File: config.mk
export PLATFORM = sky130hd
export DESIGN_NAME = cell_map_fit_allocator_flat
export DESIGN_NICKNAME = d
export VERILOG_FILES = /design/src/hw/rtl/cmfa_pkg.sv /design/src/hw/rtl/cmfa_in_if.sv /design/src/hw/rtl/cmfa_out_if.sv /design/src/hw/rtl/cmfa_ctrl.sv /design/src/hw/rtl/cmfa_dp.sv /design/src/hw/rtl/cell_map_fit_allocator.sv /design/src/flat_wrapper.sv
export SDC_FILE = /design/constraint.sdc
export NUM_CORES = 1
export LEC_CHECK = 0
export BUFFER_PORTS_ARGS = -buffer_cell sky130_fd_sc_hd__buf_2
export CAP_MARGIN = 20
export CORE_UTILIZATION = 35
export DETAILED_ROUTE_END_ITERATION = 12
export HOLD_SLACK_MARGIN = 0.03
export PLACE_DENSITY_LB_ADDON = 0.15
export SYNTH_ARGS = -nofsm -noshare
export SYNTH_HDL_FRONTEND = slang
export SYNTH_SLANG_ARGS = --single-unit
File: constraint.sdc
create_clock -name i_clk -period 4.2 [get_ports i_clk]
set_input_delay 0.63 -clock i_clk [delete_from_list [all_inputs] [get_ports i_clk]]
set_output_delay 0.63 -clock i_clk [all_outputs]
set_load 0.02 [all_outputs]
File: src/hw/rtl/cmfa_pkg.sv
package cmfa_pkg;

    localparam int NUM_CELLS = 32;
    localparam int IDX_W     = $clog2(NUM_CELLS);
    localparam int CNT_W     = $clog2(NUM_CELLS + 1);

    localparam int OP_W      = 3;
    localparam int TAG_W     = 8;
    localparam int SIZE_W    = 6;
    localparam int CIDX_W    = 5;
    localparam int STAT_W    = 2;
    localparam int START_W   = 5;
    localparam int FREE_W    = 6;

    // Common width for mixed compares and sums of indexes, counts and sizes.
    localparam int CMP_W     = (CNT_W + 1 > SIZE_W + 1) ? CNT_W + 1 : SIZE_W + 1;

    localparam logic [TAG_W-1:0] FREE_TAG = 8'h20;

    localparam logic [OP_W-1:0] OP_FIRST = 3'd0;
    localparam logic [OP_W-1:0] OP_BEST  = 3'd1;
    localparam logic [OP_W-1:0] OP_WORST = 3'd2;
    localparam logic [OP_W-1:0] OP_FREE  = 3'd3;
    localparam logic [OP_W-1:0] OP_WRITE = 3'd4;

    localparam logic [STAT_W-1:0] ST_OK        = 2'd0;
    localparam logic [STAT_W-1:0] ST_NO_SPACE  = 2'd1;
    localparam logic [STAT_W-1:0] ST_NO_FIT    = 2'd2;
    localparam logic [STAT_W-1:0] ST_NOT_FOUND = 2'd3;

    typedef struct packed {
        logic             idle;
        logic             decide;
        logic             scan_rd;
        logic             close;
        logic             check;
        logic             fill;
        logic             wr_rd;
        logic             wr;
        logic             out_load;
        logic [IDX_W-1:0] cnt;
    } t_dp_cmd;

    typedef struct packed {
        logic in_fire;
        logic is_write;
        logic early_done;
        logic scan_ok;
        logic fill_last;
        logic out_full;
    } t_dp_stat;

endpackage

File: src/hw/rtl/cmfa_in_if.sv
interface cmfa_in_if import cmfa_pkg::*; ();
    logic              valid;
    logic              ready;
    logic [OP_W-1:0]   op;
    logic [TAG_W-1:0]  tag;
    logic [SIZE_W-1:0] run_size;
    logic [CIDX_W-1:0] cell_index;

    modport source (output valid, op, tag, run_size, cell_index, input ready);
    modport sink   (input valid, op, tag, run_size, cell_index, output ready);
endinterface

File: src/hw/rtl/cmfa_out_if.sv
interface cmfa_out_if import cmfa_pkg::*; ();
    logic               valid;
    logic               ready;
    logic [STAT_W-1:0]  status;
    logic [START_W-1:0] start_index;
    logic [FREE_W-1:0]  free_cells;

    modport source (output valid, status, start_index, free_cells, input ready);
    modport sink   (input valid, status, start_index, free_cells, output ready);
endinterface

File: src/hw/rtl/cmfa_ctrl.sv
module cmfa_ctrl import cmfa_pkg::*; (
    input  logic     i_clk,
    input  logic     i_rst_n,
    input  t_dp_stat i_st,
    output t_dp_cmd  o_cmd
);

    localparam logic [3:0] S_IDLE   = 4'd0;
    localparam logic [3:0] S_DECIDE = 4'd1;
    localparam logic [3:0] S_SCAN   = 4'd2;
    localparam logic [3:0] S_DRAIN  = 4'd3;
    localparam logic [3:0] S_CLOSE  = 4'd4;
    localparam logic [3:0] S_CHECK  = 4'd5;
    localparam logic [3:0] S_FILL   = 4'd6;
    localparam logic [3:0] S_WR_RD  = 4'd7;
    localparam logic [3:0] S_WR     = 4'd8;
    localparam logic [3:0] S_RESP   = 4'd9;

    localparam logic [IDX_W-1:0] LAST_IDX = IDX_W'(NUM_CELLS - 1);

    logic [3:0]       r_state, n_state;
    logic [IDX_W-1:0] r_cnt, n_cnt;

    always_comb begin
        n_state = r_state;
        n_cnt   = r_cnt;
        o_cmd   = '0;
        o_cmd.cnt = r_cnt;
        case (r_state)
            S_IDLE: begin
                o_cmd.idle = 1'b1;
                if (i_st.in_fire) begin
                    n_state = S_DECIDE;
                end
            end
            S_DECIDE: begin
                o_cmd.decide = 1'b1;
                n_cnt = '0;
                if (i_st.early_done) begin
                    n_state = S_RESP;
                end else if (i_st.is_write) begin
                    n_state = S_WR_RD;
                end else begin
                    n_state = S_SCAN;
                end
            end
            S_SCAN: begin
                o_cmd.scan_rd = 1'b1;
                if (r_cnt == LAST_IDX) begin
                    n_state = S_DRAIN;
                end else begin
                    n_cnt = r_cnt + 1'b1;
                end
            end
            S_DRAIN: begin
                n_state = S_CLOSE;
            end
            S_CLOSE: begin
                o_cmd.close = 1'b1;
                n_state = S_CHECK;
            end
            S_CHECK: begin
                o_cmd.check = 1'b1;
                n_cnt = '0;
                n_state = i_st.scan_ok ? S_FILL : S_RESP;
            end
            S_FILL: begin
                o_cmd.fill = 1'b1;
                if (i_st.fill_last) begin
                    n_state = S_RESP;
                end else begin
                    n_cnt = r_cnt + 1'b1;
                end
            end
            S_WR_RD: begin
                o_cmd.wr_rd = 1'b1;
                n_state = S_WR;
            end
            S_WR: begin
                o_cmd.wr = 1'b1;
                n_state = S_RESP;
            end
            S_RESP: begin
                if (!i_st.out_full) begin
                    o_cmd.out_load = 1'b1;
                    n_state = S_IDLE;
                end
            end
            default: begin
                n_state = S_IDLE;
            end
        endcase
    end

    always_ff @(posedge i_clk) begin
        if (!i_rst_n) begin
            r_state <= S_IDLE;
            r_cnt   <= '0;
        end else begin
            r_state <= n_state;
            r_cnt   <= n_cnt;
        end
    end

`ifndef NO_ASSERTIONS
    a_load_when_room: assert property (@(posedge i_clk) disable iff (!i_rst_n)
        o_cmd.out_load |-> !i_st.out_full)
        else $error("result loaded while the output slot is still held");

    a_fill_ends: assert property (@(posedge i_clk) disable iff (!i_rst_n)
        (r_state == S_FILL && i_st.fill_last) |=> r_state == S_RESP)
        else $error("fill did not end at its last cell");

    a_accept_idle: assert property (@(posedge i_clk) disable iff (!i_rst_n)
        i_st.in_fire |-> r_state == S_IDLE)
        else $error("item accepted outside idle");
`endif

endmodule

File: src/hw/rtl/cmfa_dp.sv
module cmfa_dp import cmfa_pkg::*; (
    input  logic              i_clk,
    input  logic              i_rst_n,
    input  t_dp_cmd           i_cmd,
    output t_dp_stat          o_st,
    cmfa_in_if.sink           i_in,
    cmfa_out_if.source        o_out
);

    // Cell map and per-cell written flags; an unwritten cell reads as free.
    logic [TAG_W-1:0]     r_mem [NUM_CELLS];
    logic [NUM_CELLS-1:0] r_init;
    logic [TAG_W-1:0]     r_rd_data;
    logic                 r_rd_init;
    logic                 r_rd_vld;
    logic [IDX_W-1:0]     r_rd_idx;

    // Captured item.
    logic [OP_W-1:0]      r_op;
    logic [TAG_W-1:0]     r_tag;
    logic [SIZE_W-1:0]    r_size;
    logic [CIDX_W-1:0]    r_cell_index;

    logic [CNT_W-1:0]     r_free_cnt;

    // Run search state.
    logic [IDX_W-1:0]     r_run_start;
    logic [CNT_W-1:0]     r_run_len;
    logic                 r_found;
    logic [IDX_W-1:0]     r_best_start;
    logic [CNT_W-1:0]     r_best_slack;

    // Tag search state.
    logic [CNT_W-1:0]     r_hits;
    logic [IDX_W-1:0]     r_first;
    logic [CNT_W-1:0]     r_nonfree;

    logic [STAT_W-1:0]    r_status;
    logic [IDX_W-1:0]     r_start;

    logic                 r_out_vld;
    logic [STAT_W-1:0]    r_out_status;
    logic [START_W-1:0]   r_out_start;
    logic [FREE_W-1:0]    r_out_free;

    logic                 in_fire;
    logic                 is_alloc;
    logic                 is_free_op;
    logic                 is_write;
    logic                 size_zero;
    logic                 no_space;
    logic                 idx_ok;
    logic [TAG_W-1:0]     data_eff;
    logic                 data_free;
    logic                 step;
    logic                 cur_free;
    logic                 cur_hit;
    logic                 in_range;
    logic [IDX_W-1:0]     off;
    logic [CMP_W-1:0]     slack_w;
    logic                 take;
    logic [IDX_W-1:0]     fill_base;
    logic [CMP_W-1:0]     fill_addr_w;
    logic [IDX_W-1:0]     cell_addr;
    logic [IDX_W-1:0]     rd_addr;
    logic                 mem_we;
    logic [IDX_W-1:0]     wr_addr;
    logic [TAG_W-1:0]     wr_data;

    assign in_fire    = i_in.valid && i_in.ready;
    assign i_in.ready = i_cmd.idle;

    assign is_alloc   = (r_op <= OP_WORST);
    assign is_free_op = (r_op == OP_FREE);
    assign is_write   = (r_op == OP_WRITE);
    assign size_zero  = (r_size == '0);
    assign no_space   = CMP_W'(r_size) > CMP_W'(r_free_cnt);
    assign idx_ok     = CMP_W'(r_cell_index) < CMP_W'(NUM_CELLS);
    assign cell_addr  = IDX_W'(r_cell_index);

    assign data_eff   = r_rd_init ? r_rd_data : FREE_TAG;
    assign data_free  = (data_eff == FREE_TAG);
    assign step       = r_rd_vld || i_cmd.close;
    assign cur_free   = r_rd_vld && data_free;
    assign cur_hit    = r_rd_vld && (data_eff == r_tag);
    assign off        = r_rd_idx - r_first;
    assign in_range   = (r_hits != '0) ? (CMP_W'(off) < CMP_W'(r_size)) : cur_hit;
    assign slack_w    = CMP_W'(r_run_len) - CMP_W'(r_size);

    always_comb begin
        take = 1'b0;
        if (!r_found) begin
            take = 1'b1;
        end else if (r_op == OP_BEST && CNT_W'(slack_w) < r_best_slack) begin
            take = 1'b1;
        end else if (r_op == OP_WORST && CNT_W'(slack_w) > r_best_slack) begin
            take = 1'b1;
        end
    end

    assign fill_base   = is_alloc ? r_best_start : r_first;
    assign fill_addr_w = CMP_W'(fill_base) + CMP_W'(i_cmd.cnt);

    assign o_st.in_fire    = in_fire;
    assign o_st.is_write   = is_write;
    assign o_st.early_done = ((is_alloc || is_free_op) && size_zero)
                          || (is_alloc && no_space)
                          || (!is_alloc && !is_free_op && !(is_write && idx_ok));
    assign o_st.scan_ok    = is_alloc ? r_found : (CMP_W'(r_hits) >= CMP_W'(r_size));
    assign o_st.fill_last  = (CMP_W'(i_cmd.cnt) + 1'b1 == CMP_W'(r_size))
                          || (fill_addr_w + 1'b1 == CMP_W'(NUM_CELLS));
    assign o_st.out_full   = r_out_vld && !o_out.ready;

    assign rd_addr = i_cmd.wr_rd ? cell_addr : i_cmd.cnt;
    assign mem_we  = i_cmd.fill || i_cmd.wr;
    assign wr_addr = i_cmd.fill ? IDX_W'(fill_addr_w) : cell_addr;
    assign wr_data = (i_cmd.fill && is_free_op) ? FREE_TAG : r_tag;

    always_ff @(posedge i_clk) begin
        if (mem_we) begin
            r_mem[wr_addr] <= wr_data;
        end
        r_rd_data <= r_mem[rd_addr];
        r_rd_init <= r_init[rd_addr];
        r_rd_idx  <= i_cmd.cnt;
    end

    always_ff @(posedge i_clk) begin
        if (!i_rst_n) begin
            r_init   <= '0;
            r_rd_vld <= 1'b0;
        end else begin
            r_rd_vld <= i_cmd.scan_rd;
            if (mem_we) begin
                r_init[wr_addr] <= 1'b1;
            end
        end
    end

    always_ff @(posedge i_clk) begin
        if (in_fire) begin
            r_op         <= i_in.op;
            r_tag        <= i_in.tag;
            r_size       <= i_in.run_size;
            r_cell_index <= i_in.cell_index;
        end
    end

    // Search registers, cleared when an item comes in.
    always_ff @(posedge i_clk) begin
        if (in_fire) begin
            r_run_start  <= '0;
            r_run_len    <= '0;
            r_found      <= 1'b0;
            r_best_start <= '0;
            r_best_slack <= '0;
            r_hits       <= '0;
            r_first      <= '0;
            r_nonfree    <= '0;
        end else if (step) begin
            if (cur_free) begin
                if (r_run_len == '0) begin
                    r_run_start <= r_rd_idx;
                end
                r_run_len <= r_run_len + 1'b1;
            end else begin
                // A used cell or the end of the map closes the current run.
                if (r_run_len != '0 && CMP_W'(r_run_len) >= CMP_W'(r_size) && take) begin
                    r_found      <= 1'b1;
                    r_best_start <= r_run_start;
                    r_best_slack <= CNT_W'(slack_w);
                end
                r_run_len <= '0;
            end
            if (cur_hit) begin
                if (r_hits == '0) begin
                    r_first <= r_rd_idx;
                end
                r_hits <= r_hits + 1'b1;
            end
            if (r_rd_vld && in_range && !data_free) begin
                r_nonfree <= r_nonfree + 1'b1;
            end
        end
    end

    always_ff @(posedge i_clk) begin
        if (!i_rst_n) begin
            r_free_cnt <= CNT_W'(NUM_CELLS);
        end else if (i_cmd.check && o_st.scan_ok) begin
            if (is_alloc) begin
                if (r_tag != FREE_TAG) begin
                    r_free_cnt <= r_free_cnt - CNT_W'(r_size);
                end
            end else begin
                r_free_cnt <= r_free_cnt + r_nonfree;
            end
        end else if (i_cmd.wr) begin
            if (data_free && r_tag != FREE_TAG) begin
                r_free_cnt <= r_free_cnt - 1'b1;
            end else if (!data_free && r_tag == FREE_TAG) begin
                r_free_cnt <= r_free_cnt + 1'b1;
            end
        end
    end

    always_ff @(posedge i_clk) begin
        if (in_fire) begin
            r_status <= ST_OK;
            r_start  <= '0;
        end else if (i_cmd.decide) begin
            if ((is_alloc || is_free_op) && size_zero) begin
                r_status <= ST_NO_FIT;
            end else if (is_alloc && no_space) begin
                r_status <= ST_NO_SPACE;
            end
        end else if (i_cmd.check) begin
            if (o_st.scan_ok) begin
                r_start <= fill_base;
            end else begin
                r_status <= is_alloc ? ST_NO_FIT : ST_NOT_FOUND;
            end
        end else if (i_cmd.wr) begin
            r_start <= cell_addr;
        end
    end

    always_ff @(posedge i_clk) begin
        if (!i_rst_n) begin
            r_out_vld <= 1'b0;
        end else if (i_cmd.out_load) begin
            r_out_vld <= 1'b1;
        end else if (o_out.ready) begin
            r_out_vld <= 1'b0;
        end
    end

    always_ff @(posedge i_clk) begin
        if (i_cmd.out_load) begin
            r_out_status <= r_status;
            r_out_start  <= START_W'(r_start);
            r_out_free   <= FREE_W'(r_free_cnt);
        end
    end

    assign o_out.valid       = r_out_vld;
    assign o_out.status      = r_out_status;
    assign o_out.start_index = r_out_start;
    assign o_out.free_cells  = r_out_free;

`ifndef NO_ASSERTIONS
    a_free_bound: assert property (@(posedge i_clk) disable iff (!i_rst_n)
        CMP_W'(r_free_cnt) <= CMP_W'(NUM_CELLS))
        else $error("free cell count exceeds the map size");

    a_fill_in_map: assert property (@(posedge i_clk) disable iff (!i_rst_n)
        i_cmd.fill |-> fill_addr_w < CMP_W'(NUM_CELLS))
        else $error("fill address beyond the last cell");

    a_out_hold: assert property (@(posedge i_clk) disable iff (!i_rst_n)
        (o_out.valid && !o_out.ready) |=> (o_out.valid && $stable(r_out_status)
            && $stable(r_out_start) && $stable(r_out_free)))
        else $error("result item changed while waiting to be taken");
`endif

endmodule

File: src/hw/rtl/cell_map_fit_allocator.sv
// Contiguous-run cell allocator over a 32-cell tag map held in a memory that
// reads as all free after reset. An alloc or free item reads the whole map
// once, one cell per cycle, and then writes its run one cell per cycle. A
// failed search writes nothing. A write-cell item reads the addressed cell
// and then writes it. An unused op code, or an item rejected on its size or
// on the free total, skips the map and goes straight to its result. A new
// item is accepted in the cycle after the result is loaded. Items are
// processed one at a time. A new item is taken once the previous result
// sits in the output register, even if the sink has not yet taken it. A
// sink that stalls while that register is still full holds the block until
// it frees up.
module cell_map_fit_allocator import cmfa_pkg::*; (
    input  logic       i_clk,
    input  logic       i_rst_n,
    cmfa_in_if.sink    i_in,
    cmfa_out_if.source o_out
);

    t_dp_cmd  cmd;
    t_dp_stat st;

    cmfa_ctrl u_ctrl (
        .i_clk   (i_clk),
        .i_rst_n (i_rst_n),
        .i_st    (st),
        .o_cmd   (cmd)
    );

    cmfa_dp u_dp (
        .i_clk   (i_clk),
        .i_rst_n (i_rst_n),
        .i_cmd   (cmd),
        .o_st    (st),
        .i_in    (i_in),
        .o_out   (o_out)
    );

endmodule

File: src/flat_wrapper.sv
// flat-port wrapper written by rule: the top's interface ports become plain ports
module cell_map_fit_allocator_flat import cmfa_pkg::*;
  (i_clk, i_rst_n, i_in_valid, i_in_op, i_in_tag, i_in_run_size, i_in_cell_index, i_in_ready, o_out_valid, o_out_status, o_out_start_index, o_out_free_cells, o_out_ready);
  cmfa_in_if i_in_i ();
  cmfa_out_if o_out_i ();
  input  logic i_clk;
  input  logic i_rst_n;
  input wire logic [$bits(i_in_i.valid)-1:0] i_in_valid;
  input wire logic [$bits(i_in_i.op)-1:0] i_in_op;
  input wire logic [$bits(i_in_i.tag)-1:0] i_in_tag;
  input wire logic [$bits(i_in_i.run_size)-1:0] i_in_run_size;
  input wire logic [$bits(i_in_i.cell_index)-1:0] i_in_cell_index;
  output wire logic [$bits(i_in_i.ready)-1:0] i_in_ready;
  output wire logic [$bits(o_out_i.valid)-1:0] o_out_valid;
  output wire logic [$bits(o_out_i.status)-1:0] o_out_status;
  output wire logic [$bits(o_out_i.start_index)-1:0] o_out_start_index;
  output wire logic [$bits(o_out_i.free_cells)-1:0] o_out_free_cells;
  input wire logic [$bits(o_out_i.ready)-1:0] o_out_ready;
  assign i_in_i.valid = i_in_valid;
  assign i_in_i.op = i_in_op;
  assign i_in_i.tag = i_in_tag;
  assign i_in_i.run_size = i_in_run_size;
  assign i_in_i.cell_index = i_in_cell_index;
  assign i_in_ready = i_in_i.ready;
  assign o_out_valid = o_out_i.valid;
  assign o_out_status = o_out_i.status;
  assign o_out_start_index = o_out_i.start_index;
  assign o_out_free_cells = o_out_i.free_cells;
  assign o_out_i.ready = o_out_ready;
  cell_map_fit_allocator u_core (.i_clk(i_clk), .i_rst_n(i_rst_n), .i_in(i_in_i), .o_out(o_out_i));
endmodule
==> results.md <==
- Clk_lat worst skew: 0.59 ns
- Final hold vios: 0
- WP data required: 4.48 ns
- CP Capture Point: u_core.u_dp.r_mem[31][3]
- Run status: completed
- Worst reg2reg path startpoint: u_core.u_dp.r_op[2]
- Power share of the clock group: 0.340
- Final Max Tran Viols: 0
- Worst slack, placed: 0.6134 ns
- Avg WL per Cell: 21.37 um
- Setup Buffers After CTS: 0
- Area taken by multi-input logic gates: 6379 um2
- Actual slew at the worst max-slew pin: 1.108 ns
- Vias in the first global route: 11078
- Startpoint types: flop
- Leakage Power: 8.065 nW
- Crit path arrival time: 3.87 ns
- CP Class: flop to flop
- Ratio of cells with drive above 1 in the final layout: 0.1549
- Post-synth top area share: 0.4937
- Syn Area/Cell: 13.05 um2
- Share of power burned in registers: 0.445
- Syn Std Cell Area: 17700 um2
- Initial Util: 0.3535
- Peak Freq: 0.2790 GHz
- Diodes inserted: 0
- Syn. warnings: 0
- Power Density: 535.0 nW/um2
- Fin util: 0.4091
- Fillcell total: 4727
- Clock-pin slew on the worst setup and hold paths: 0.06 ns
- Combinational Power Share: 0.215
- Gate Count Post-Synth: 1356
- Predominant post-synthesis flop cell: edfxtp_1
- Post-synthesis sequential area ratio: 0.6182
- DRC: 0
- Drt pass-1 iters: 5
- CTS H-tree depth: 2
- Num CTS Buffers: 43
- Worst setup path start: u_core.u_dp.r_op[2]
- Post-route clock period utilization: 0.8535
- Final setup viols: 0
- Root Driver: clkbuf_16
- DP HPWL: 30.88 mm
- Register area: 10940 um2
- Max-cap violations: 0
- Number of vias per cell: 5.207
- DRT iter0 DRCs: 837
- Die footprint: 51470 um2
- Fin nets: 1542
- CORE AREA: 50070 um2
- Fin worst setup slack: 0.6154 ns
- Area Overhead vs Synth: 15.73%
- Antenna viol nets, final: 0
- Synth area leader: edfxtp_1
- Die Y: 226.9 um
- Grt ovf: 0
- CTS resizes: 0
- Most frequent cells in the layout: 291 x edfxtp_1, 132 x mux2i_1, 110 x dfxtp_1
- Switching Fraction: 0.3085
- Global-route wire length before repair: 68.72 mm
- Most common cell after layout, fill and taps aside: edfxtp_1
- Internal Dissipation: 0.007577 W
- Post-synth EDFFs: 291
- Critical Path Sink Type: flop
- Routability cong.: 0.8442
- Die width: 226.9 um
- Unique masters post-synth: 72
- Port-buffer cells: 40
- CTS sink cnt: 401
- Placed Area: 19080 um2
- R2R Path End: u_core.u_dp.r_mem[31][3]
- Total power: 0.01096 W
- Largest net degree at the start of global routing: 70
- Antenna violations before repair: 1
- CP Max Fanout: 10
- Via count of the routed design: 11262
- Async S/R FF share, synth: 0
- TritonCTS clock tree: done
- Post-Layout Inst Area: 20480 um2
- Worst vdd ir: 0.0003270 V
- Depth of the worst register-to-register path: 14
- Post-CTS Hold Buffers: 0
- Worst hold path class: input port to flop
- Setup TNS: 0 ns
- Cell Rows: 82
- GRT Util Overall: 0.1822
- Most area-consuming cells after synthesis: edfxtp_1 49%, dfxtp_1 12%, mux2i_1 7.5%, ha_1 3.8%, mux2_2 2.6%
- Crit path time final: 3.585 ns
- Flops & latches, synth: 401
- Hold_sp: i_in_run_size[4]
- Slew headroom: 0.2600
- Sw Pwr: 0.003380 W
- Total Wirelength: 46.23 mm
- RSZ-0062 raised after global routing: no
- Clock Tree Buf Depth: 3
- I/O pin count: 41
- Net Count, Synth: 1442
- Worst Skew: 0.02834 ns
- Internal reg-to-reg setup slack: 0.62 ns
-- state kept, by name, summed over array words and instances (netlist names), 6 cells and up --
register                      cells
u_core.u_dp.r_free_cnt            6
u_core.u_dp.r_run_len             6
u_core.u_dp.r_hits                6
u_core.u_dp.r_nonfree             6
u_core.u_dp.r_mem               256
u_core.u_dp.r_rd_data             8
u_core.u_dp.r_size                6
u_core.u_dp.r_init               32
u_core.u_dp.r_best_slack          6
u_core.u_dp.r_tag                 8
u_core.u_dp.o_out.free_cells      6
-- synthesized netlist by cell type, types with 3 or more instances --
cell type,number
edfxtp_1,291
mux2i_1,132
dfxtp_1,110
nor2_1,104
nand2_1,87
ha_1,54
a21oi_1,45
inv_1,42
mux2_2,41
a22oi_1,37
o21a_1,35
clkbuf_1,33
o21ai_0,32
o22ai_1,32
a221oi_1,27
nand3_1,26
xnor2_1,17
xor2_1,16
a21o_1,13
nor3_1,13
nand2b_1,12
nor2b_1,12
buf_2,10
buf_4,10
and3_1,9
o31ai_1,8
nor4_1,7
a211oi_1,6
fa_1,6
nand3b_1,6
or4_1,6
nand4_1,5
o211ai_1,5
a311oi_1,4
a31oi_1,4
a41oi_1,4
and2_1,4
a2111oi_0,3
a22o_1,3
o21bai_1,3
o221ai_1,3
-- cells by family (layout without fill, tap and decap cells) --
family                   after synthesis  in the layout  synth area share
flip-flops                           401            401            0.6182
AND/OR/NAND/NOR                      306            306           0.08201
AO/OA/AOI/OAI                        284            284            0.1121
multiplexers                         174            174            0.1020
buffers and inverters                 98            233           0.02446
adder cells (fa/ha/maj)               60             60           0.04496
XOR/XNOR                              33             33           0.01633
-- through the flow --
step,std cells,hold slack [ns]
5_1_grt,2163,0.2025
3_5_place_dp,2083,0.4241
3_3_place_gp,2083,0.4204
6_report,2163,0.2258
2_1_floorplan,1356,0.3540
4_1_cts,2163,0.2036
-- power by group through the flow --
stage	combinational [W]	clock, W	sequential [W]
after floorplan	0.00150	0	0.00487
final	0.00236	0.00372	0.00488
after global routing	0.00259	0.00398	0.00490
after detailed placement	0.00236	0	0.00496
after global placement	0.00236	0	0.00496
after CTS	0.00237	0.00382	0.00487
-- layer usage --
metal / vias up / GRT usage / part of all wire
met5: - / 0 / 0
met4: 0 / 0.04555 / 0.019
met3: 59 / 0.02631 / 0.042
met2: 256 / 0.2910 / 0.46
met1: 5577 / 0.2584 / 0.48
li1: 5370 / - / -
-- layout make-up --
class                      instances  share of cell area
clock buffer                      60             0.05864
clock inverter                    20            0.009591
inverter                          43            0.007880
multi-input combinational        857              0.3114
sequential                       401              0.5341
tap                              672             0.04105
timing repair buffer             110             0.03726
-- worst max-delay path, stage by stage, from the launching register on --
cell	delay [ns]
edfxtp_1	0.51
a21oi_1	0.25
buf_4	0.20
nor2_1	0.05
a21oi_1	0.32
inv_1	0.08
ha_1	0.19
a21oi_1	0.19
a21boi_0	0.14
o31ai_1	0.34
buf_4	0.19
and2_1	0.16
nand2_1	0.16
nor2_1	0.27
buf_4	0.22
-- how the worst min path moves through the flow --
| stage | endpoint | slack, ns | cells after the start |
|---|---|---|---|
| finish | u_core.u_dp.r_size[4] | 0.23 | 1 |
| global route | u_core.u_dp.r_size[4] | 0.20 | 1 |
| CTS | u_core.u_dp.r_size[2] | 0.20 | 1 |
| detailed placement | u_core.u_dp.o_out.start_index[4] | 0.42 | 0 |
| global placement | u_core.u_dp.o_out.start_index[3] | 0.42 | 0 |
| floorplan | u_core.u_dp.r_rd_idx[3] | 0.35 | 0 |
No activity file was read; power rests on OpenSTA's default activity.
